File: config.mk
export PLATFORM = sky130hd
export DESIGN_NAME = scal_ram
export DESIGN_NICKNAME = d
export VERILOG_FILES = /design/src/hw/rtl/scal_ram.sv
export SDC_FILE = /design/constraint.sdc
export NUM_CORES = 1
export LEC_CHECK = 0
export BUFFER_PORTS_ARGS = -buffer_cell sky130_fd_sc_hd__buf_2
export CORE_MARGIN = 5
export CORE_UTILIZATION = 55
export DETAILED_ROUTE_END_ITERATION = 10
export MAX_ROUTING_LAYER = met4
export PLACE_DENSITY = 0.75
export SYNTH_ARGS = -nofsm -noshare
export SYNTH_HDL_FRONTEND = slang
export SYNTH_SLANG_ARGS = --single-unit
File: constraint.sdc
create_clock -name clk -period 4.3 [get_ports clk]
set_clock_uncertainty 0.05 [all_clocks]
set_input_delay 1.29 -clock clk [delete_from_list [all_inputs] [get_ports clk]]
set_output_delay 1.29 -clock clk [all_outputs]
set_load 0.05 [all_outputs]
File: src/hw/rtl/scal_ram.sv
`timescale 1ns / 1ps
// ----------------------------------------------------------------------------
// scal_ram
// Generic single-write, single-read memory with a registered read port.
// ----------------------------------------------------------------------------
module scal_ram #(
  parameter int WIDTH = 8,
  parameter int DEPTH = 16,
  localparam int AW = (DEPTH > 1) ? $clog2(DEPTH) : 1
) (
  input  logic             clk,
  input  logic             we,
  input  logic [AW-1:0]    waddr,
  input  logic [WIDTH-1:0] wdata,
  input  logic [AW-1:0]    raddr,
  output logic [WIDTH-1:0] rdata
);

  logic [WIDTH-1:0] mem [DEPTH];

  // One write and one registered read per cycle.
  always_ff @(posedge clk) begin
    if (we) begin
      mem[waddr] <= wdata;
    end
    rdata <= mem[raddr];
  end

endmodule

-- Yosys cells after proc, flatten, opt, wreduce, memory -nomap -nowiden
Memory sizes are Yosys's and may differ from the RTL's. A register that Yosys moved wholly into a read port is not among the register bits.
Index checks and enable logic that the tools add are counted.
W data, S select, Z words.
- mux-type cells: 2
- operators with widths (operator ; number):
    $mux W1 ; 2
- register bits: 0
- bits in writable memories: 128
- input bits: 18
- output and inout bits: 8
- logic and storage cells: 3
- memories: 1
- memories (memory ; words ; width ; read ports ; clocked after memory_dff ; write ports ; line ; source):
    mem ; 16 ; 8 ; 1 ; 1 ; 1 ; 19 ; logic [WIDTH-1:0] mem [DEPTH];

-- Logic depth before layout (Yosys ltp)
Gate-level depths: netlist of the first run.
- depth after elaboration: 2
- depth in mapped cells: 5
- gate-level depth less buffers: 3

-- Worst setup path after synthesis of the first run
No wires, ideal clock.
- kind: input -> register
- start point: input waddr[2]
- end point: memory mem[0][0], enable pin
- library setup time: 383 ps
- arrival time: 2400 ps
- data required time: 3867 ps
- slack: 1467 ps
- stages: 2
- buffers on the path: 0
- cells stage by stage: or3b_2 > nor3_1
- RTL lines (what ; line ; source):
    from (decl) ; 13 ; input logic [AW-1:0] waddr,
    to (decl) ; 19 ;
No word-level cell before the write port.

-- Worst setup path in the final report of the first run
- start point: register rdata[7], read port of mem
- end point: output rdata[7]
- RTL lines (what ; line ; source):
    from (decl) ; 16 ; output logic [WIDTH-1:0] rdata
No word-level cell between the ends.

==> out/qor.yml, run 1 <==
floorplanning:
  io_pins: 26
  die_area_sq_um: 11390
  core_area_sq_um: 9196
  die_h_microns: 106.7
  rows: 35
  initial_core_util_pct: 55.97
  die_w_microns: 106.7
grt:
  grt_start_max_net_pins: 33
  grt_pass1_wl_microns: 14720
  track_usage_pct: 19.17
  antenna_found_initial: 0
  grt-ovfl-total: 0
  first_global_vias: 2477
worst_setup_path:
  crit_chain: "buf_2"
  setup.worst_path.end_class: "primary output"
  crit_type: "reg -> out"
  critical_path.max_fanout: 1
  crit_buf_inv: 1
  worst_ep_arrival_time_ps: 1090
  cp-start-kind: "register"
  cp.required_ps: 2960
  max_stage_delay_ps: 320
  critPathTopFamily: "flip-flops"
  slowest_stage: "dfxtp_1"
  reg2reg_from: "mem[1][3]"
  timing.critical_path.from: "rdata[7]"
synthesis:
  ys_seq_elements: 136
  yosysMostFrequentCell: "edfxtp_1"
  synth.distinct_cells: 19
  synth_area_leader_cell: "edfxtp_1"
  synthCells: 229
  ys_seq_area_share_pct: 77.78
  ys_top_cells_by_area: "edfxtp_1 75%, mux4_2 7.9%, mux4_1 7.1%, dfxtp_1 3.1%, a22oi_1 2.3%"
  yosysTopAreaCellShare_pct: 74.67
  async_reset_ff_share_pct: 0
  syn-cell-area_sq_um: 5147
  synth_flop_cell: "edfxtp_1"
  avgSynthCellArea_sq_um: 22.48
  synth_edf_count: 128
  synth_nets: 247
  synth.yosys.warnings: 0
  yosys-top-cells-count: "128 x edfxtp_1, 18 x mux4_2, 16 x a22oi_1"
placed_design:
  dpl_cell_area_sq_um: 5375
  gp_congestion: 0.7539
  hpwl_microns: 5807
  place_inst: 360
  port_buffers: 25
detailed_routing:
  drt_iter0_markers: 218
  ant_nets: 0
  dr_total_vias: 2374
  dr.pass1.iters: 5
  routed_wirelength_microns: 9593
  drc_errors: 0
  wl_per_cell_microns: 24.47
  via_per_inst: 6.056
cells_and_area:
  utilization_pct: 64.49
  drive_gt1_share_pct: 27.40
  synthToLayoutAreaGrowth_pct: 15.22
  nets: 286
  design_area_sq_um: 5931
  finalNonFillerCells: 392
  diodes: 0
clock_network:
  clock_latency_ps: 510
  cts.path.max_buffers: 2
  cts_hold_buf: 0
  htreeDepth: 4
  cts_sinks: 136
  cts_made_buffers: 17
  ctsResizeCount: 0
  cts_root_buf: "clkbuf_8"
  cts_tree: "built"
  post-cts-setup-buffer-count: 0
  clk_pin_slew_ps: 60
timing:
  max_freq_mhz: 412.0
  tns_ps: 0
  rsz0062_at_grt: "false"
  slew-limit-headroom_pct: 37.64
  timing.final.crit_share_pct: 56.45
  hold_viol_final: 0
  tightest_slew_ps: 931.9
  drv_slew: 0
  period_minus_slack_ps: 2427
  setup_viol: 0
power:
  power.density_nw_per_um2: 505.2
  vdd.ir_drop.worst_mv: 0.3381
  p_leak_nw: 2.004
job:
  drv_cap: 0
outcome:
  outcome: "finished, final reports clean"
min_path:
  hold_path.class: "reg -> reg"
  holdCritStartpoint: "mem[13][4]"
[cell usage in the layout, fill, tap and decap left out, drive strengths merged]
cell	Yosys	routed
or3b	1	1
and2	1	1
clkbuf	0	22
edfxtp	128	128
dfxtp	8	8
mux4	32	32
buf	7	30
nor3	4	4
nor2	13	13
bufinv	0	2
nor2b	1	1
nand3b	2	2
a22oi	16	16
nand2b	2	2
clkinv	0	8
nand2	9	9
and2b	1	1
nand3	1	1
[through the flow]
stage                     power, mW  hold WS, ps  setup WS (ps)
final                         2.996        616.1           1873
after global routing          3.093        647.0           1803
after CTS                     3.020        619.0           1825
after detailed placement      1.679        604.1           1318
after global placement        1.674        598.2           1421
after floorplan               1.622        579.3           1467
[layout make-up]
| class | count | area [sq um] |
|---|---|---|
| clock inverters | 10 | 102.6 |
| flip-flops and latches | 136 | 4004 |
| fillers | 610 | 3266 |
| multi-input cells | 83 | 1057 |
| repair buffers | 30 | 175.2 |
| clock buffers | 22 | 452.9 |
| well taps | 111 | 138.9 |
[worst paths after layout]
path	to	slack, ps	cells after the start
max	rdata[7]	1870	1
min	rdata[4]	620	3
max reg2reg	rdata[3]	2840	3
min reg2reg	rdata[4]	620	3
[sequential cells by signal, indices dropped and copies added, names as in the netlist]
| register | cells |
|---|---|
| mem | 128 |
| rdata | 8 |
[kinds of logic after synthesis]
group	synth area share [%]
buf+inv	1.677
flops	77.78
simple gates	3.184
mux	15.02
compound gates	2.334
[power by group]
part	internal [mW]	switching, mW	leakage [nW]	total, mW
clock	0.847	0.498	0.280	1.35
sequential	1.48	0.00774	1.22	1.49
combinational	0.0555	0.105	0.501	0.160
total	2.39	0.611	2.00	3.00
[routing by layer]
layer / global-route usage (%) / up-vias / wire (microns)
li1: - / 1053 / -
met1: 25.51 / 1207 / 3999
met2: 27.92 / 107 / 4792
met3: 6.141 / 7 / 695
met4: 7.671 / 0 / 106
met5: - / - / 0
No activity file was read; power rests on OpenSTA's default activity.
==> run 2, diff against run 1 <==
==> constraint.sdc (replaced) <==
create_clock -name clk -period 2.3 [get_ports clk]
set_clock_uncertainty 0.05 [all_clocks]
set_input_delay 0.69 -clock clk [delete_from_list [all_inputs] [get_ports clk]]
set_output_delay 0.69 -clock clk [all_outputs]
set_load 0.05 [all_outputs]
==> run 2 against run 1 <==
Against the previous run: combinational power is 97% higher; power is 97% higher; sequential cell count stayed put; non-clock buffer count is 19 higher; utilization is 2.6 points higher; first-iteration DRC count is 6.4% lower; worst hold slack worse by 110 ps; wire length is 1.2% lower; register-to-register slack worse by 1900 ps; via count is 3.4% higher.
==> out/qor.yml, run 2 (same netlist as run 1, synthesis figures left out) <==
placed_design:
  hpwl_microns: 5980  # was 5807 microns
  gp_congestion: 0.7275  # was 0.7539
  place_ws_ps: 121.2  # was 1318 ps
  port_buffers: 25  # unchanged
grt:
  antenna_found_initial: 0  # unchanged
  grt-ovfl-total: 0  # unchanged
  grt_start_max_net_pins: 22  # was 33
  first_global_vias: 2576  # was 2477
  track_usage_pct: 19.03  # was 19.17%
  grt_pass1_wl_microns: 14920  # was 14720 microns
timing:
  max_freq_mhz: 520.3
  tns_ps: 0  # unchanged
  slew-limit-headroom_pct: 74.53  # was 37.64%
  hold_viol_final: 0  # unchanged
  fin_ws_ps: 377.9  # was 1873 ps
  drv_slew: 0  # unchanged
  tightest_slew_ps: 382.1  # was 931.9 ps
  rsz0062_at_grt: "false"  # unchanged
  setup_viol: 0  # unchanged
  period_minus_slack_ps: 1922
  timing.final.crit_share_pct: 83.57
cells_and_area:
  synthToLayoutAreaGrowth_pct: 19.79  # was 15.22%
  nets: 305  # was 286
  final_cell_mix: "128 x edfxtp_1, 25 x buf_2, 21 x buf_4, 18 x mux4_2"  # was 128 x edfxtp_1, 25 x buf_2, 18 x mux4_2, 16 x a22oi_1, 16 x clkbuf_16
  layout_commonest_cell: "edfxtp_1"  # unchanged
  diodes: 0  # unchanged
  top_regs: "mem: 128 flops, rdata: 8 flops"  # unchanged
  regMostFlops: "mem"  # unchanged
  largest_reg_flops: 128  # unchanged
  drive_gt1_share_pct: 32.33  # was 27.40%
power:
  power.net_switching_mw: 1.163  # was 0.6106 mW
  intPower_mw: 4.747  # was 2.386 mW
  swShare_pct: 19.69  # was 20.38%
  p_leak_nw: 2.134  # was 2.004 nW
  seq_power_share_pct: 47.2  # was 49.7%
  p_clk_share_pct: 47.5  # was 44.9%
  comb_power_share_pct: 5.3  # was 5.4%
  power.density_nw_per_um2: 958.5  # was 505.2 nW/um^2
  vdd.ir_drop.worst_mv: 0.4343  # was 0.3381 mV
detailed_routing:
  wl_per_cell_microns: 23.07  # was 24.47 microns
  via_per_inst: 5.973  # was 6.056
  dr_total_vias: 2455  # was 2374
  dr.pass1.iters: 4  # was 5
  drt_iter0_markers: 204  # was 218
  ant_nets: 0  # unchanged
  drc_errors: 0  # unchanged
  routed_wirelength_microns: 9482  # was 9593 microns
clock_network:
  cts_root_buf: "clkbuf_8"  # unchanged
  cts_sinks: 136  # unchanged
  cts_made_buffers: 17  # unchanged
  clk_pin_slew_ps: 60  # about the same
  cts.path.max_buffers: 2  # unchanged
  htreeDepth: 4  # unchanged
  cts_hold_buf: 0  # unchanged
  post-cts-setup-buffer-count: 0  # unchanged
  cts_tree: "built"  # unchanged
  clock_latency_ps: 510  # about the same
  ctsResizeCount: 0  # unchanged
worst_setup_path:
  r2r_slack_ps: 890  # was 2840 ps
  crit_buf_inv: 1  # unchanged
  crit_type: "reg -> out"  # unchanged
  reg2reg_from: "mem[1][3]"  # unchanged
  critical_path.max_fanout: 1  # unchanged
  crit_chain: "buf_2"  # unchanged
  cp-start-kind: "register"  # unchanged
  cp.required_ps: 1560  # was 2960 ps
  slowest_stage: "dfxtp_1"  # unchanged
  worst_ep_arrival_time_ps: 1180  # was 1090 ps
  r2r_end: "rdata[3]"  # unchanged
  setup.worst_path.end_class: "primary output"  # unchanged
  max_stage_delay_ps: 380  # was 320 ps
  rr_worst_depth: 3  # unchanged
  critPathTopFamily: "flip-flops"  # unchanged
floorplanning:
  rows: 35  # unchanged
  initial_core_util_pct: 55.97  # unchanged
  die_w_microns: 106.7  # unchanged
  io_pins: 26  # unchanged
  die_h_microns: 106.7  # unchanged
  die_area_sq_um: 11390  # unchanged
  core_area_sq_um: 9196  # unchanged
min_path:
  hold_path.class: "in -> reg"  # was reg -> reg
  whs_path_depth: 1  # was 3
  hold_path_end: "mem[4][2]"  # was rdata[4]
  holdCritStartpoint: "wdata[2]"  # was mem[13][4]
outcome:
  outcome: "finished, final reports clean"  # unchanged
job:
  drv_cap: 0  # unchanged
run 2: area by class of cell:
cell class | instances | area (sq um)
Fill cell | 565 | 3030
Clock buffer | 18 | 417.9
Tap cell | 111 | 138.9
Sequential cell | 136 | 4004
Timing Repair Buffer | 49 | 342.8
Clock inverter | 14 | 205.2
Multi-Input combinational cell | 83 | 1057
run 2: stage by stage:
stage	total power [mW]	hold slack [ps]	instance area (sq um)	utilization, %	cells
finish	5.910	510.5	6166	67.05	411
global route	6.088	507.5	6166	67.05	411
CTS	5.954	489.6	6166	67.05	411
detailed placement	3.154	605.0	5543	60.27	379
global placement	3.144	593.6	5543	60.27	379
floorplan	3.033	579.3	5147	-	229
run 2: power by group through the flow:
stage | Combinational (mW) | Sequential, mW | Clock (mW)
after global placement | 0.309 | 2.83 | 0
after global routing | 0.339 | 2.79 | 2.96
after floorplan | 0.141 | 2.89 | 0
after CTS | 0.319 | 2.79 | 2.85
after detailed placement | 0.315 | 2.84 | 0
final | 0.316 | 2.79 | 2.81
run 2: worst max path at each step:
stage | from | endpoint | cells past startpoint
floorplan | waddr[2] | mem[0][0] | 2
global placement | raddr[0] | rdata[3] | 5
detailed placement | raddr[0] | rdata[3] | 5
CTS | rdata[7] | rdata[7] | 1
global route | rdata[7] | rdata[7] | 1
finish | rdata[7] | rdata[7] | 1
run 2: layer usage:
metal	up-vias	global-route usage (%)	wire length, microns
met5	-	-	0
met1	1253	25.27	4005
met4	0	8.858	165
met2	94	29.18	4727
li1	1095	-	-
met3	13	3.371	584
==> run 3, diff against run 2 <==
--- a/config.mk
+++ b/config.mk
@@ -5,12 +5,13 @@
 export SDC_FILE = /design/constraint.sdc
 export NUM_CORES = 1
 export LEC_CHECK = 0
+export ABC_AREA = 1
 export BUFFER_PORTS_ARGS = -buffer_cell sky130_fd_sc_hd__buf_2
 export CORE_MARGIN = 5
 export CORE_UTILIZATION = 55
 export DETAILED_ROUTE_END_ITERATION = 10
 export MAX_ROUTING_LAYER = met4
-export PLACE_DENSITY = 0.75
+export PLACE_DENSITY = 0.74
 export SYNTH_ARGS = -nofsm -noshare
 export SYNTH_HDL_FRONTEND = slang
 export SYNTH_SLANG_ARGS = --single-unit
==> constraint.sdc (replaced) <==
create_clock -name clk -period 1.9 [get_ports clk]
set_clock_uncertainty 0.05 [all_clocks]
set_input_delay 0.57 -clock clk [delete_from_list [all_inputs] [get_ports clk]]
set_output_delay 0.57 -clock clk [all_outputs]
set_load 0.05 [all_outputs]
==> run 3 against run 2 <==
Against the previous run: combinational power rose by 50%; via count rose by 56%; clock power barely moved; utilization fell by 2.5 points; critical path depth did not move; area after synthesis rose by 12%; die area rose by 11%; sequential cell count did not move; synthesized cell count rose by 140%.
==> out/qor.yml, run 3 <==
floorplanning:
  rows: 37  # was 35
  die_area_sq_um: 12630  # was 11390 sq um
  initial_core_util_pct: 56.11  # was 55.97%
  io_pins: 26  # unchanged
  die_h_microns: 112.4  # was 106.7 microns
  core_area_sq_um: 10280  # was 9196 sq um
  die_w_microns: 112.4  # was 106.7 microns
worst_setup_path:
  rr_worst_depth: 6  # was 3
  critPathTopFamily: "flip-flops"  # unchanged
  critical_path.max_fanout: 1  # unchanged
  reg2reg_from: "mem[11][5]"  # was mem[1][3]
  slowest_stage: "dfxtp_1"  # unchanged
  r2r_end: "rdata[5]"  # was rdata[3]
  setup.worst_path.end_class: "primary output"  # unchanged
  crit_buf_inv: 1  # unchanged
  cp.required_ps: 1280  # was 1560 ps
  cp-start-kind: "register"  # unchanged
  r2r_slack_ps: 840  # was 890 ps
  crit_chain: "buf_2"  # unchanged
  worst_ep_arrival_time_ps: 1150  # was 1180 ps
  max_stage_delay_ps: 350  # was 380 ps
  crit_type: "reg -> out"  # unchanged
placed_design:
  dpl_cell_area_sq_um: 6121  # was 5543 sq um
  hpwl_microns: 7600  # was 5980 microns
  gp_congestion: 0.8230  # was 0.7275
  port_buffers: 25  # unchanged
synthesis:
  synth_area_leader_cell: "edfxtp_1"  # unchanged
  synthCells: 551  # was 229
  ys_seq_area_share_pct: 69.43  # was 77.78%
  synth_flop_cell: "edfxtp_1"  # unchanged
  ys_top_cells_by_area: "edfxtp_1 67%, nand2_1 11%, nand3_1 8.4%, inv_1 6.5%, dfxtp_1 2.8%"  # was edfxtp_1 75%, mux4_2 7.9%, mux4_1 7.1%, dfxtp_1 3.1%, a22oi_1 2.3%
  synth.distinct_cells: 12  # was 19
  ys_seq_elements: 136  # unchanged
  yosysTopAreaCellShare_pct: 66.65  # was 74.67%
  syn-cell-area_sq_um: 5767  # was 5147 sq um
  synth_nets: 569  # was 247
  yosys-top-cells-count: "173 x nand2_1, 128 x edfxtp_1, 100 x inv_1"  # was 128 x edfxtp_1, 18 x mux4_2, 16 x a22oi_1
  synth_edf_count: 128  # unchanged
  async_reset_ff_share_pct: 0  # unchanged
  avgSynthCellArea_sq_um: 10.47  # was 22.48 sq um
  yosysMostFrequentCell: "nand2_1"  # was edfxtp_1
  synth.yosys.warnings: 0  # unchanged
min_path:
  whs_path_depth: 3  # was 1
  hold_path.class: "in -> reg"  # unchanged
  hold_path_end: "rdata[4]"  # was mem[4][2]
  holdCritStartpoint: "raddr[3]"  # was wdata[2]
power:
  seq_power_share_pct: 50.5  # was 47.2%
  p_clk_share_pct: 42.4  # was 47.5%
  comb_power_share_pct: 7.1  # was 5.3%
  p_leak_nw: 2.906  # was 2.134 nW
  power.density_nw_per_um2: 1009  # was 958.5 nW/um^2
  power.net_switching_mw: 1.488  # was 1.163 mW
  power_mw: 6.694  # was 5.910 mW
  vdd.ir_drop.worst_mv: 0.7587  # was 0.4343 mV
  intPower_mw: 5.205  # was 4.747 mW
  swShare_pct: 22.24  # was 19.69%
timing:
  timing.final.crit_share_pct: 93.02
  hold_viol_final: 0  # unchanged
  rsz0062_at_grt: "false"  # unchanged
  max_freq_mhz: 565.8
  setup_viol: 0  # unchanged
  period_minus_slack_ps: 1767
  slew-limit-headroom_pct: 74.91  # was 74.53%
  drv_slew: 0  # unchanged
  tns_ps: 0  # unchanged
  tightest_slew_ps: 376.3  # was 382.1 ps
clock_network:
  cts_made_buffers: 17  # unchanged
  clock_latency_ps: 510  # about the same
  htreeDepth: 4  # unchanged
  clk_pin_slew_ps: 60  # about the same
  cts.path.max_buffers: 2  # unchanged
  cts_sinks: 136  # unchanged
  cts_tree: "built"  # unchanged
  ctsResizeCount: 0  # unchanged
  cts_hold_buf: 0  # unchanged
  cts_root_buf: "clkbuf_8"  # unchanged
  post-cts-setup-buffer-count: 0  # unchanged
grt:
  grt_pass1_wl_microns: 19750  # was 14920 microns
  grt_start_max_net_pins: 33  # was 22
  first_global_vias: 3626  # was 2576
  grt-ovfl-total: 0  # unchanged
  antenna_found_initial: 0  # unchanged
  track_usage_pct: 21.35  # was 19.03%
detailed_routing:
  wl_per_cell_microns: 16.29  # was 23.07 microns
  dr_total_vias: 3825  # was 2455
  routed_wirelength_microns: 12140  # was 9482 microns
  drt_iter0_markers: 426  # was 204
  ant_nets: 0  # unchanged
  drc_errors: 0  # unchanged
  dr.pass1.iters: 5  # was 4
  via_per_inst: 5.134  # was 5.973
cells_and_area:
  regMostFlops: "mem"  # unchanged
  synthToLayoutAreaGrowth_pct: 15.06  # was 19.79%
  top_regs: "mem: 128 flops, rdata: 8 flops"  # unchanged
  drive_gt1_share_pct: 12.64  # was 32.33%
  nets: 614  # was 305
  design_area_sq_um: 6635  # was 6166 sq um
  largest_reg_flops: 128  # unchanged
  layout_commonest_cell: "nand2_1"  # was edfxtp_1
  diodes: 0  # unchanged
  final_cell_mix: "173 x nand2_1, 128 x edfxtp_1, 100 x inv_1, 97 x nand3_1, 25 x buf_2"  # was 128 x edfxtp_1, 25 x buf_2, 21 x buf_4, 18 x mux4_2
outcome:
  outcome: "finished, final reports clean"  # unchanged
job:
  drv_cap: 0  # unchanged
==> run 3: cell count changes after synthesis, moves of 2 or more <==
cell | before | now
nand2b_1 | 2 | 0
nor2_1 | 13 | 17
buf_6 | 3 | 6
inv_1 | 0 | 100
buf_4 | 1 | 4
nand3_1 | 1 | 97
inv_2 | 0 | 2
buf_2 | 3 | 13
mux4_2 | 18 | 0
clkdlybuf4s25_2 | 3 | 0
nor3_1 | 4 | 0
mux4_1 | 14 | 0
nand2_1 | 9 | 173
a22oi_1 | 16 | 0
==> run 3: final cells by class <==
class / count / area (sq um)
clock buffer: 23 / 436.7
clock inverter: 9 / 77.57
fill: 817 / 3642
inverter: 102 / 382.9
multi-input combinational: 289 / 1214
sequential: 136 / 4004
tap: 136 / 170.2
timing repair buffer: 50 / 350.3
==> run 3: power groups by stage <==
stage / Clock (mW) / Combinational [mW] / Sequential [mW]
after floorplan: 0 / 0.237 / 3.50
after global placement: 0 / 0.466 / 3.44
after detailed placement: 0 / 0.475 / 3.44
after CTS: 2.88 / 0.478 / 3.38
after global routing: 3.04 / 0.525 / 3.38
final: 2.84 / 0.475 / 3.38
==> run 3: routing by layer <==
| layer | vias up | routed length [microns] | track usage, % |
|---|---|---|---|
| met2 | 144 | 5797 | 32.02 |
| met5 | - | 0 | - |
| met3 | 16 | 878 | 4.043 |
| met4 | 0 | 182 | 8.013 |
| met1 | 1801 | 5279 | 29.30 |
| li1 | 1864 | - | - |
==> run 3: worst max-delay path by stage <==
stage                  start         end  cells past startpoint
CTS                 rdata[4]    rdata[4]                      1
global route        rdata[4]    rdata[4]                      1
global placement    raddr[0]    rdata[4]                      7
finish              rdata[4]    rdata[4]                      1
floorplan           waddr[2]  mem[10][0]                      2
detailed placement  raddr[0]    rdata[0]                      7
==> run 3: logic make-up after synthesis <==
family        count (synthesis)  synth area share [%]
simple gates                289                 21.05
flops                       136                 69.43
buf+inv                     126                 9.525
==> run 3: stage by stage <==
stage | cells | hold WS (ps) | util, % | setup slack (ps)
after detailed placement | 713 | 592.7 | 59.56 | 196.2
after CTS | 745 | 335.7 | 64.56 | 108.4
after global routing | 745 | 354.8 | 64.56 | 96.45
final | 745 | 352.6 | 64.56 | 132.6
after global placement | 713 | 600.0 | 59.56 | 220.8
after floorplan | 551 | 557.4 | - | 329.2
==> run 3: worst register-to-register path, delay by kind of cell (launching register included) <==
family | cells | cell delay [ps]
flip-flops | 1 | 370
buffers and inverters | 1 | 70
AND/OR/NAND/NOR | 5 | 460
