==> src/hw/rtl/scal_pkg.sv <==
`timescale 1ns / 1ps
// ----------------------------------------------------------------------------
// scal_pkg
// Shared constants, record types, status codes and size-class arithmetic
// for the slab size-class allocator.
// ----------------------------------------------------------------------------
package scal_pkg;

  // Pool geometry.
  localparam int NUM_BLOCKS   = 128;
  localparam int HEADER_BYTES = 32;
  localparam int MAX_UNITS    = 1024;

  // Size-class layout: fine steps first, then coarse steps.
  localparam int STEP1_SH    = 4;
  localparam int STEP2_SH    = 6;
  localparam int COUNT1      = 128;
  localparam int COUNT2      = 608;
  localparam int SPAN1       = COUNT1 << STEP1_SH;
  localparam int SPAN        = SPAN1 + (COUNT2 << STEP2_SH);
  localparam int NUM_CLASSES = COUNT1 + COUNT2 + 1;

  // Widths.
  localparam int BLK_W   = $clog2(NUM_BLOCKS);
  localparam int LNK_W   = $clog2(NUM_BLOCKS + 1);
  localparam int UNIT_W  = $clog2(MAX_UNITS);
  localparam int UCNT_W  = $clog2(MAX_UNITS + 1);
  localparam int CLS_W   = $clog2(NUM_CLASSES);
  localparam int BYTES_W = 16;
  localparam int CB_W    = 17;
  localparam int PROD_W  = UCNT_W + 1 + CB_W;
  localparam int UADDR_W = BLK_W + UNIT_W;
  localparam int USE_W   = 32;

  // Empty-link markers, one past the last valid index.
  localparam logic [LNK_W-1:0]  BNIL = LNK_W'(NUM_BLOCKS);
  localparam logic [UCNT_W-1:0] UNIL = UCNT_W'(MAX_UNITS);

  // Result status codes.
  typedef enum logic [2:0] {
    ST_OK         = 3'd0,
    ST_ZERO       = 3'd1,
    ST_TOO_LARGE  = 3'd2,
    ST_NO_BLOCK   = 3'd3,
    ST_NOT_ALLOC  = 3'd4,
    ST_BAD_HANDLE = 3'd5
  } status_t;

  // Per-block record held in the block memory.
  typedef struct packed {
    logic [CLS_W-1:0]  cls;
    logic [UCNT_W-1:0] used;
    logic [UCNT_W-1:0] hw;
    logic [UCNT_W-1:0] fhead;
    logic              onp;
  } blk_rec_t;

  // Per-unit record held in the unit memory.
  typedef struct packed {
    logic               alloc;
    logic [BYTES_W-1:0] bytes;
    logic [UCNT_W-1:0]  next;
  } unit_rec_t;

  // Decoded request size.
  typedef struct packed {
    status_t          st;
    logic [CLS_W-1:0] cls;
  } cls_info_t;

  // Payload bytes of one unit of class c.
  function automatic logic [CB_W-1:0] class_bytes(input logic [CLS_W-1:0] c);
    logic [CB_W-1:0] cx;
    cx = CB_W'(c);
    if (cx <= CB_W'(COUNT1)) begin
      class_bytes = cx << STEP1_SH;
    end else begin
      class_bytes = ((cx - CB_W'(COUNT1)) << STEP2_SH) + CB_W'(SPAN1);
    end
  endfunction

endpackage

==> src/hw/rtl/scal_class.sv <==
`timescale 1ns / 1ps
// ----------------------------------------------------------------------------
// scal_class
// Maps a request size to its size class and flags zero and oversize requests.
// ----------------------------------------------------------------------------
module scal_class import scal_pkg::*; (
  input  logic [BYTES_W-1:0] request_bytes,
  output cls_info_t          info
);

  logic [CB_W-1:0]  sz;
  logic [CB_W-1:0]  c_fine;
  logic [CB_W-1:0]  c_coarse;
  logic [CLS_W-1:0] cls_c;
  logic [CB_W-1:0]  cb;

  // Round up to the class step of the matching range.
  always_comb begin
    sz       = CB_W'(request_bytes);
    c_fine   = (sz + CB_W'((1 << STEP1_SH) - 1)) >> STEP1_SH;
    c_coarse = ((sz - CB_W'(SPAN1) + CB_W'((1 << STEP2_SH) - 1)) >> STEP2_SH)
               + CB_W'(COUNT1);
    cls_c    = (sz <= CB_W'(SPAN1)) ? CLS_W'(c_fine) : CLS_W'(c_coarse);
    cb       = class_bytes(cls_c);
  end

  // A unit must fit in the block span together with its header.
  always_comb begin
    if (request_bytes == '0) begin
      info.st  = ST_ZERO;
      info.cls = '0;
    end else if (sz > CB_W'(SPAN)) begin
      info.st  = ST_TOO_LARGE;
      info.cls = '0;
    end else if (cb > CB_W'(SPAN - HEADER_BYTES)) begin
      info.st  = ST_TOO_LARGE;
      info.cls = cls_c;
    end else begin
      info.st  = ST_OK;
      info.cls = cls_c;
    end
  end

endmodule

==> config.mk <==
export PLATFORM = sky130hd
export DESIGN_NAME = scal_class
export DESIGN_NICKNAME = d
export VERILOG_FILES = /design/src/hw/rtl/scal_pkg.sv /design/src/hw/rtl/scal_class.sv
export SDC_FILE = /design/constraint.sdc
export NUM_CORES = 1
export LEC_CHECK = 0
export ABC_AREA = 1
export BUFFER_PORTS_ARGS = -buffer_cell sky130_fd_sc_hd__buf_2
export CORE_MARGIN = 8
export CORE_UTILIZATION = 54
export DETAILED_ROUTE_END_ITERATION = 7
export PLACE_DENSITY = 0.95
export REMOVE_ABC_BUFFERS = 1
export SETUP_SLACK_MARGIN = 0.2
export SLEW_MARGIN = 20
export SYNTH_ARGS = -nofsm -noshare
export SYNTH_HDL_FRONTEND = slang
export SYNTH_SLANG_ARGS = --single-unit
==> constraint.sdc <==
create_clock -name vclk -period 3.05
set_input_delay 0.305 -clock vclk [all_inputs]
set_output_delay 0.305 -clock vclk [all_outputs]
set_load 0.02 [all_outputs]
# == Word level (Yosys, flattened, before mapping) ==
# Index checks and enable logic that the tools add are counted.
# word_totals
register_bits,0
inputBits,16
output_inout_bits,13
word_cells,16
# classes
addsub,6
order_cmp,4
muxes,5
reduce_logical,1
# ops
op,n
$mux 13,2
$add 17x12->17 const B,1
$gt 17x16->1 const B,1
$mux 17,1
$add 16x6->16 const B,1
$gt 16x16->1 const B,1
$le 16x12->1 const B,1
$logic_not 16->1,1
$sub 16x12->16 const B,1
$add 14x4->14 const B,1
$mux 12,1
$sub 10x8->11 const B,1
$add 10x8->10 const B,1
$le 10x8->1 const B,1
$mux 10,1

# == Logic depth before layout (Yosys ltp) ==
# Gate-level depths: netlist of run 1.
# depth
ltp_word,11
mapped_depth,24

# == Worst setup path after synthesis of run 1 ==
# No wires, ideal clock.
# synth_path
kind,input to output
start,in request_bytes[1]
end,out info[11] (netlist bit)
t_arrival_ns,2.528
required_time_ns,2.745
setup_slack_ns,0.217
stages,21
n_path_buf,0
cell_sequence,nor2_4 > nand2_4 > nor2_1 > nor2_1 > nor2_1 > nand2_1 > nand2_1 > nand2_1 > ha_1 > xnor2_1 > nand3_1 > nand3_1 > nand2_1 > ha_1 > nor2_1 > nand4_1 > nor2_1 > nor2_1 > nand2_1 > nand2_1 > a21oi_2
# synth_rtl
element,line,text
start: declaration,scal_class.sv:7,"input logic [BYTES_W-1:0] request_bytes,"
end: declaration,scal_class.sv:8,output cls_info_t info

==> results of run 1 <==
==> stage by stage <==
step | setup TNS [ns] | cell area, sq um | power, mW | util, % | hold WS, ns
after detailed placement | -0.0573 | 1180 | 0.212 | 70.4 | 1.05
after global routing | -0.0715 | 1330 | 0.277 | 79.6 | 1.05
after global placement | 0 | 1180 | 0.205 | 70.4 | 1.03
after floorplan | 0 | 895 | 0.134 | - | 0.780
final | 0 | 1330 | 0.255 | 79.6 | 1.04
after CTS | 0 | 1260 | 0.233 | 75.4 | 1.06
==> cell type report <==
type               instances  area share [%]
inverters                 17            4.99
multi-input cells        161            69.3
well taps                 17            1.60
repair buffers            48            24.1
==> per-layer routing <==
metal,global-route usage (%),vias up,routed length [um]
met3,2.24,12,149
met5,0,-,0
met1,17.6,580,1200
li1,-,664,-
met4,4.64,0,82
met2,34.4,64,1640
==> report_power, final <==
part / total (mW) / switching (mW) / internal (mW) / leakage, nW
clock network: 0 / 0 / 0 / 0
logic: 0.255 / 0.145 / 0.110 / 0.709
registers: 0 / 0 / 0 / 0
total: 0.255 / 0.145 / 0.110 / 0.709
==> cells in the final DEF, fill, tap and decap left out <==
| master | count |
|---|---|
| nand2_2 | 6 |
| nand2_1 | 60 |
| xnor2_1 | 1 |
| inv_4 | 1 |
| o21bai_1 | 1 |
| nand3_2 | 2 |
| buf_2 | 25 |
| nand2_4 | 5 |
| o21ai_0 | 5 |
| buf_6 | 6 |
| nand2b_1 | 1 |
| o21ai_2 | 2 |
| ha_2 | 2 |
| nand3b_1 | 1 |
| nand3_4 | 2 |
| inv_1 | 14 |
| or2_2 | 1 |
| o21a_1 | 1 |
| o311ai_2 | 1 |
| conb_1 | 1 |
| o21ai_1 | 1 |
| nor2_4 | 3 |
| inv_2 | 2 |
| a21oi_2 | 2 |
| nand4_1 | 5 |
| xnor2_2 | 1 |
| buf_4 | 17 |
| xor2_1 | 4 |
| ha_4 | 1 |
| nand3_1 | 11 |
| nor2_2 | 11 |
| nor2_1 | 28 |
| a21oi_1 | 1 |
| ha_1 | 1 |
==> logic make-up (layout without fill, tap and decap cells) <==
group / Yosys count / after routing
adder cells (fa/ha/maj): 4 / 4
other: 1 / 1
AND/OR/NAND/NOR: 136 / 136
AO/OA/AOI/OAI: 14 / 14
buffers and inverters: 20 / 65
XOR/XNOR: 6 / 6
==> worst max path at each step <==
stage                                start        to  slack (ns)  cells after the start
after global routing      request_bytes[0]  info[11]       -0.07                     24
after detailed placement  request_bytes[1]  info[11]       -0.06                     23
after CTS                 request_bytes[0]  info[11]        0.02                     27
after floorplan           request_bytes[1]  info[11]        0.22                     21
after global placement    request_bytes[9]  info[11]        0.07                     23
final                     request_bytes[0]  info[11]        0.08                     22
==> cell usage after synthesis, drive strengths merged <==
cell type | number | area share (%)
a21oi | 3 | 2.4
buf | 3 | 3.2
conb | 1 | 0.41
ha | 4 | 5.4
inv | 17 | 7.2
nand2 | 71 | 32
nand2b | 1 | 0.68
nand3 | 15 | 9.7
nand3b | 1 | 0.81
nand4 | 5 | 3.4
nor2 | 42 | 20
o21a | 1 | 0.81
o21ai | 8 | 5.1
o21bai | 1 | 0.81
o311ai | 1 | 1.8
or2 | 1 | 0.68
xnor2 | 2 | 1.9
xor2 | 4 | 3.8
==> what timing repair did <==
action	CTS	global route
pin swaps	16	20
setup endpoints to repair	1	1
hold buffers	0	0
setup buffers	3	1
gates resized for setup	13	17
==> reports/qor.yml, run 1 <==
place:
  gp_congestion: 0.883
  dp_hpwl_um: 2340
  place_ws_ns: -0.0573
  dp.cells: 239
  port-buffer-count: 28
synth:
  ys_warn_count: 0
  synth_xor_area_share_pct: 5.68
  yosys.area_share.adder_pct: 5.41
  synth_cell_types: 29
  synth-compound-area-share_pct: 11.0
  netlist_instances: 181
  synth_top_family_by_area: "simple AND/OR/NAND/NOR gates"
  yosys.area_share.simple_pct: 67.1
  synth_mux_area_share_pct: 0
  syn-mean-instance-area_sq_um: 5.11
  syn_area_sq_um: 925
  ys_seq_area_share_pct: 0
die:
  die_h_um: 57.4
  dieWidth_um: 57.4
  pin_count: 29
  core_area_sq_um: 1670
  die-area_sq_um: 3290
  num_rows: 15
  start_util_pct: 55.4
critical_path:
  cp-end-kind: "primary output"
  crit_path_frequent_cell: "nand2_1"
  critPathBufInv: 3
  critPathMaxFanout: 2
  required_ns: 2.74
  crit_slowest_cell: "ha_4"
  max_stage_delay_ns: 0.27
  crit_family: "simple AND/OR/NAND/NOR gates"
  cp.arrival_ns: 2.66
  critPathKind: "input pin to primary output"
  cp_cell_sequence: "buf_2 -> nor2_4 -> nand2_4 -> nor2_4 -> nor2_2 -> nor2_2 -> nand2_1 -> nand2_1 -> nand2_1 -> ha_2 -> xnor2_2 -> nand3_1 -> nand3_2 -> nand2_4 -> ha_4 -> buf_4 -> xor2_1 -> nand2_1 -> nand2_1 -> nand2_1 -> a21oi_2 -> buf_6"
  startpoint_type: "input pin"
final_layout:
  antenna_cells: 0
  stdcell_count: 243
  multi_input_area_sq_um: 921
  syn2layout_area_growth_pct: 43.7
  flops_and_latches: 0
  finalNetCount: 248
  fillers: 137
  nClkBuffers: 0
  regArea_sq_um: 0
  drive_gt1_share_pct: 39.8
timing:
  drv_slew: 0
  finalHoldViolCount: 0
  fmax_ghz: 0.337
  rsz0062_at_grt: "true"
  worst_pin_slew_ns: 0.670
  min_period_ns: 2.97
  setup_slack_ns: 0.0837
  finalCritPeriodShare_pct: 97.3
  relSlewSlack_pct: 55.1
  setup_viol: 0
global_routing:
  antenna_found_initial: 0
  grt_max_degree: 12
  grt_pass1_wl_um: 4890
  grt_pass1_vias: 1261
  gr-total-overflow: 0
  grtUsageTotal_pct: 17.2
detailed_routing:
  drc: 0
  drtIter0Drc: 35
  via_count: 1320
  routedWlPerCell_um: 12.6
  dr.pass1.iters: 4
  ant_nets: 0
  wirelength_um: 3070
  vias_per_cell: 5.43
outcome:
  status: "complete, no violations"
worst_hold_path:
  hp-class: "input pin to primary output"
  min_delay_worst_endpoint: "info[11]"
  hold_depth: 4
  hp-start: "request_bytes[15]"
run:
  cap_viol_max_count: 0
pwr:
  ir_worst_vdd_uv: 108
  leakage_nw: 0.709
  power.density_nw_per_um2: 192
Note: power is estimated with default switching activity, not from simulation.
==> run 2: changes to the inputs <==
==> constraint.sdc (replaced) <==
create_clock -name vclk -period 3.05
set_input_delay 0.1525 -clock vclk [all_inputs]
set_output_delay 0.1525 -clock vclk [all_outputs]
set_load 0.02 [all_outputs]
==> reports/qor.yml, run 2 (synthesized netlist as in run 1, its figures left out) <==
timing:
  finalHoldViolCount: 0  # unchanged
  fmax_ghz: 0.361  # +7.2%
  relSlewSlack_pct: 54.1  # -0.97 points
  min_period_ns: 2.77  # -0.200 ns
  holdWs_ns: 0.729  # -0.315 ns
  rsz0062_at_grt: "true"
  finalCritPeriodShare_pct: 90.7  # -6.5 points
  tns_ns: 0  # unchanged
  setup_viol: 0  # unchanged
  drv_slew: 0  # unchanged
  worst_pin_slew_ns: 0.684  # +0.0145 ns
place:
  port-buffer-count: 28  # unchanged
  dp_hpwl_um: 2000  # -15%
  gp_congestion: 0.958  # +8.5%
critical_path:
  cp.depth: 24  # +9.1%
  critPathBufInv: 3  # unchanged
  cp.arrival_ns: 2.61  # -0.05 ns
  cp-endpoint: "info[11]"
  crit_family: "simple AND/OR/NAND/NOR gates"
  cp_cell_sequence: "buf_2 -> nor2_4 -> nand2_4 -> nor2_4 -> nor2_1 -> nor2_1 -> nand2_1 -> nand2_1 -> nand2_1 -> ha_2 -> xnor2_2 -> inv_1 -> nand2_1 -> nand3_2 -> nand2_2 -> ha_4 -> nor2_2 -> nand4_1 -> nor2_1 -> nor2_1 -> nand2_1 -> nand2_1 -> a21oi_2 -> buf_6"
  critPathMaxFanout: 7  # +5
  required_ns: 2.90  # +0.16 ns
  startpoint_type: "input pin"
  max_stage_delay_ns: 0.21  # -0.06 ns
  critPathKind: "input pin to primary output"
  crit_path_frequent_cell: "nand2_1"
  crit_start: "request_bytes[2]"
  cp-end-kind: "primary output"
  crit_slowest_cell: "ha_4"
global_routing:
  grtUsageMet3_pct: 1.35  # -0.90 points
  top_usage_layer: "met2"
  grt_max_degree: 14  # +2
  grtUsageMet1_pct: 16.5  # -1.1 points
  globalRouteMet2Util_pct: 24.4  # -10 points
  grt_pass1_vias: 1032  # -18%
  gr-total-overflow: 0  # unchanged
  grt_pass1_wl_um: 3970  # -19%
  antenna_found_initial: 0  # unchanged
  grtUsageTotal_pct: 13.6  # -3.6 points
pwr:
  p_int_uw: 84.3  # -23%
  pwr-share-comb_pct: 100.0  # about the same
  ir_worst_vdd_uv: 91.6  # -15%
  power.switching_uw: 129  # -11%
  leakage_nw: 0.613  # -13%
  p_sw_share_pct: 60.5  # +3.8 points
  clock_power_share_pct: 0  # unchanged
  pwr-share-seq_pct: 0  # unchanged
  power.density_nw_per_um2: 188  # -2.1%
detailed_routing:
  drtIter0Drc: 27  # -23%
  vias_per_cell: 5.12  # -5.7%
  via_count: 1158  # -12%
  drc: 0  # unchanged
  dr.pass1.iters: 4  # unchanged
  routedWlPerCell_um: 11.0  # -13%
  wirelength_um: 2490  # -19%
  ant_nets: 0  # unchanged
die:
  num_rows: 15  # unchanged
  pin_count: 29  # unchanged
  die_h_um: 57.4  # unchanged
  die-area_sq_um: 3290  # unchanged
  dieWidth_um: 57.4  # unchanged
  start_util_pct: 55.4  # unchanged
  core_area_sq_um: 1670  # unchanged
final_layout:
  finalNetCount: 231  # -6.9%
  final_common_cell: "nand2_1"
  antenna_cells: 0  # unchanged
  nClkBuffers: 0  # unchanged
  final_cell_mix: "66 x nand2_1, 32 x nor2_1, 26 x buf_2"
  syn2layout_area_growth_pct: 23.0
  drive_gt1_share_pct: 30.1  # -9.7 points
  regArea_sq_um: 0  # unchanged
  flops_and_latches: 0  # unchanged
run:
  cap_viol_max_count: 0  # unchanged
worst_hold_path:
  hold_depth: 4  # unchanged
  hp-class: "input pin to primary output"
outcome:
  status: "complete, no violations"
cts:
  holdBufCountCts: 0  # unchanged
-- run 2: changes by cell type in the layout (fill, tap and decap cells not counted), moves of 2 or more --
cell	previous run	this run
buf_6	6	1
nand2_1	60	66
nor2_1	28	32
buf_4	17	3
nand2_4	5	3
nor2_2	11	7
nand2_2	6	2
-- run 2: power groups by stage --
stage	Clock (mW)	Combinational, mW	Sequential [mW]
floorplan	0	0.134	0
global placement	0	0.184	0
detailed placement	0	0.189	0
CTS	0	0.198	0
global route	0	0.236	0
finish	0	0.213	0
-- run 2: metrics by stage --
step | area (sq um) | std cells | total power, mW | util [%] | setup WS [ns]
2_1_floorplan | 895 | 178 | 0.134 | - | 0.522
3_3_place_gp | 1060 | 223 | 0.184 | 63.2 | 0.251
3_5_place_dp | 1060 | 223 | 0.189 | 63.2 | 0.157
4_1_cts | 1080 | 223 | 0.198 | 64.6 | 0.258
5_1_grt | 1140 | 226 | 0.236 | 68.1 | 0.0375
6_report | 1140 | 226 | 0.213 | 68.1 | 0.283
-- run 2: area by class of cell --
class	instances	area [sq um]
Tap cell	17	21.3
Multi-Input combinational cell	161	878
Inverter	17	66.3
Timing Repair Buffer	31	171
Fill cell	167	533
-- run 2: how the worst min path moves through the flow --
stage	from	endpoint	slack, ns
after global placement	request_bytes[15]	info[11]	0.73
after detailed placement	request_bytes[15]	info[11]	0.74
final	request_bytes[15]	info[11]	0.73
after global routing	request_bytes[15]	info[11]	0.74
after CTS	request_bytes[15]	info[11]	0.75
after floorplan	request_bytes[15]	info[11]	0.47
-- run 2: layer usage --
| metal | vias to the layer above | routed length [um] |
|---|---|---|
| met5 | - | 0 |
| met4 | 0 | 6 |
| met3 | 2 | 92 |
| met2 | 38 | 1240 |
| met1 | 491 | 1150 |
| li1 | 627 | - |
-- run 2: repair_timing --
item,in CTS,in global routing
buffers inserted,0,3
gates resized for setup,3,10
pin swaps,1,11
endpoints found under the setup margin,1,1
==> run 3: changes to the inputs <==
--- a/config.mk
+++ b/config.mk
@@ -8,7 +8,7 @@
 export ABC_AREA = 1
 export BUFFER_PORTS_ARGS = -buffer_cell sky130_fd_sc_hd__buf_2
 export CORE_MARGIN = 8
-export CORE_UTILIZATION = 54
+export CORE_UTILIZATION = 55
 export DETAILED_ROUTE_END_ITERATION = 7
 export PLACE_DENSITY = 0.95
 export REMOVE_ABC_BUFFERS = 1
==> reports/qor.yml, run 3 (synthesized netlist as in run 1, its figures left out) <==
pwr:
  leakage_nw: 0.620  # +1.0%
  ir_worst_vdd_uv: 96.3  # +5.1%
  power.density_nw_per_um2: 192  # +2.2%
worst_hold_path:
  hp-class: "input pin to primary output"
timing:
  min_period_ns: 2.75  # -0.0161 ns
  relSlewSlack_pct: 53.8  # -0.29 points
  rsz0062_at_grt: "true"
  setup_slack_ns: 0.299  # +0.0161 ns
  finalHoldViolCount: 0  # unchanged
  fmax_ghz: 0.364  # +0.59%
  setup_viol: 0  # unchanged
  drv_slew: 0  # unchanged
  worst_pin_slew_ns: 0.688  # +0.00426 ns
  tns_ns: 0  # unchanged
  finalCritPeriodShare_pct: 90.2  # -0.53 points
detailed_routing:
  routedWlPerCell_um: 11.8  # +6.6%
  ant_nets: 0  # unchanged
  drc: 0  # unchanged
  vias_per_cell: 5.37  # +4.8%
  dr.pass1.iters: 4  # unchanged
  wirelength_um: 2670  # +7.1%
  drtIter0Drc: 28  # +3.7%
  via_count: 1219  # +5.3%
global_routing:
  grt_pass1_wl_um: 4190  # +5.6%
  antenna_found_initial: 0  # unchanged
  grt_max_degree: 14  # unchanged
  grtUsageTotal_pct: 14.2  # +0.60 points
  grtUsageMet3_pct: 2.66  # +1.3 points
  top_usage_layer: "met2"
  grt_pass1_vias: 1120  # +8.5%
  grtUsageMet1_pct: 16.2  # -0.36 points
  gr-total-overflow: 0  # unchanged
  globalRouteMet2Util_pct: 26.5  # +2.1 points
final_layout:
  flops_and_latches: 0  # unchanged
  final_cell_mix: "64 x nand2_1, 32 x nor2_1, 26 x buf_2"
  final_common_cell: "nand2_1"
  finalNetCount: 232  # +0.43%
  antenna_cells: 0  # unchanged
  drive_gt1_share_pct: 31.4  # +1.3 points
  nClkBuffers: 0  # unchanged
  syn2layout_area_growth_pct: 25.7
  regArea_sq_um: 0  # unchanged
place:
  place_ws_ns: 0.112  # -0.0451 ns
  port-buffer-count: 28  # unchanged
  dp_hpwl_um: 2080  # +4.3%
  gp_congestion: 0.920  # -3.9%
die:
  dieWidth_um: 57  # -0.66%
  core_area_sq_um: 1650  # -1.1%
  pin_count: 29  # unchanged
  die-area_sq_um: 3250  # -1.3%
  die_h_um: 57  # -0.66%
  start_util_pct: 56.0  # +0.63 points
  num_rows: 15  # unchanged
critical_path:
  startpoint_type: "input pin"
  cp-end-kind: "primary output"
  cp.arrival_ns: 2.60  # about the same
  critPathKind: "input pin to primary output"
  required_ns: 2.90  # about the same
  critPathMaxFanout: 13  # +6
run:
  cap_viol_max_count: 0  # unchanged
cts:
  holdBufCountCts: 0  # unchanged
outcome:
  status: "complete, no violations"
==> run 3: power breakdown <==
part           internal [mW]  switching, mW  total (mW)
clock                      0              0           0
sequential                 0              0           0
combinational         0.0874          0.135       0.223
==> run 3: layout make-up <==
class                      instances  area (sq um)
fill                             175           489
inverter                          17          66.3
multi-input combinational        161           896
tap                               17          21.3
timing repair buffer              32           179
==> run 3: stage by stage <==
| step | instance area [sq um] | hold WS [ns] | power, mW | util [%] | instances |
|---|---|---|---|---|---|
| final | 1160 | 0.726 | 0.223 | 70.4 | 227 |
| after global placement | 1060 | 0.726 | 0.184 | 63.9 | 223 |
| after floorplan | 895 | 0.475 | 0.134 | - | 178 |
| after CTS | 1100 | 0.736 | 0.198 | 66.5 | 225 |
| after global routing | 1160 | 0.734 | 0.244 | 70.4 | 227 |
| after detailed placement | 1060 | 0.735 | 0.188 | 63.9 | 223 |
==> run 3: worst max-delay path: stages <==
cell     delay, ns
buf_2         0.11
nor2_4        0.15
nand2_4       0.08
buf_4         0.17
nor2_2        0.15
nand2_2       0.08
nand2_4       0.15
inv_4         0.10
nand3_2       0.10
nand2_4       0.09
ha_2          0.22
ha_4          0.26
nor2_2        0.08
nand4_1       0.11
nor2_1        0.12
nor2_1        0.05
nand2_1       0.06
nand2_1       0.06
a21oi_2       0.15
buf_6         0.13
==> run 3: timing repair <==
item	CTS	global route
endpoints found under the setup margin	1	1
setup buffers	2	2
gates resized for setup	5	12
pin swaps	6	15
==> run 3: metal layers <==
metal  routed length (um)  up-vias
met1                 1170      555
met5                    0        -
met3                  129        2
li1                     -      630
met4                   17        0
met2                 1350       32
==> run 3: worst paths after layout <==
kind / to / depth (start not counted) / slack (ns) / from
max: info[11] / 20 / 0.30 / request_bytes[1]
min: info[11] / 4 / 0.73 / request_bytes[15]
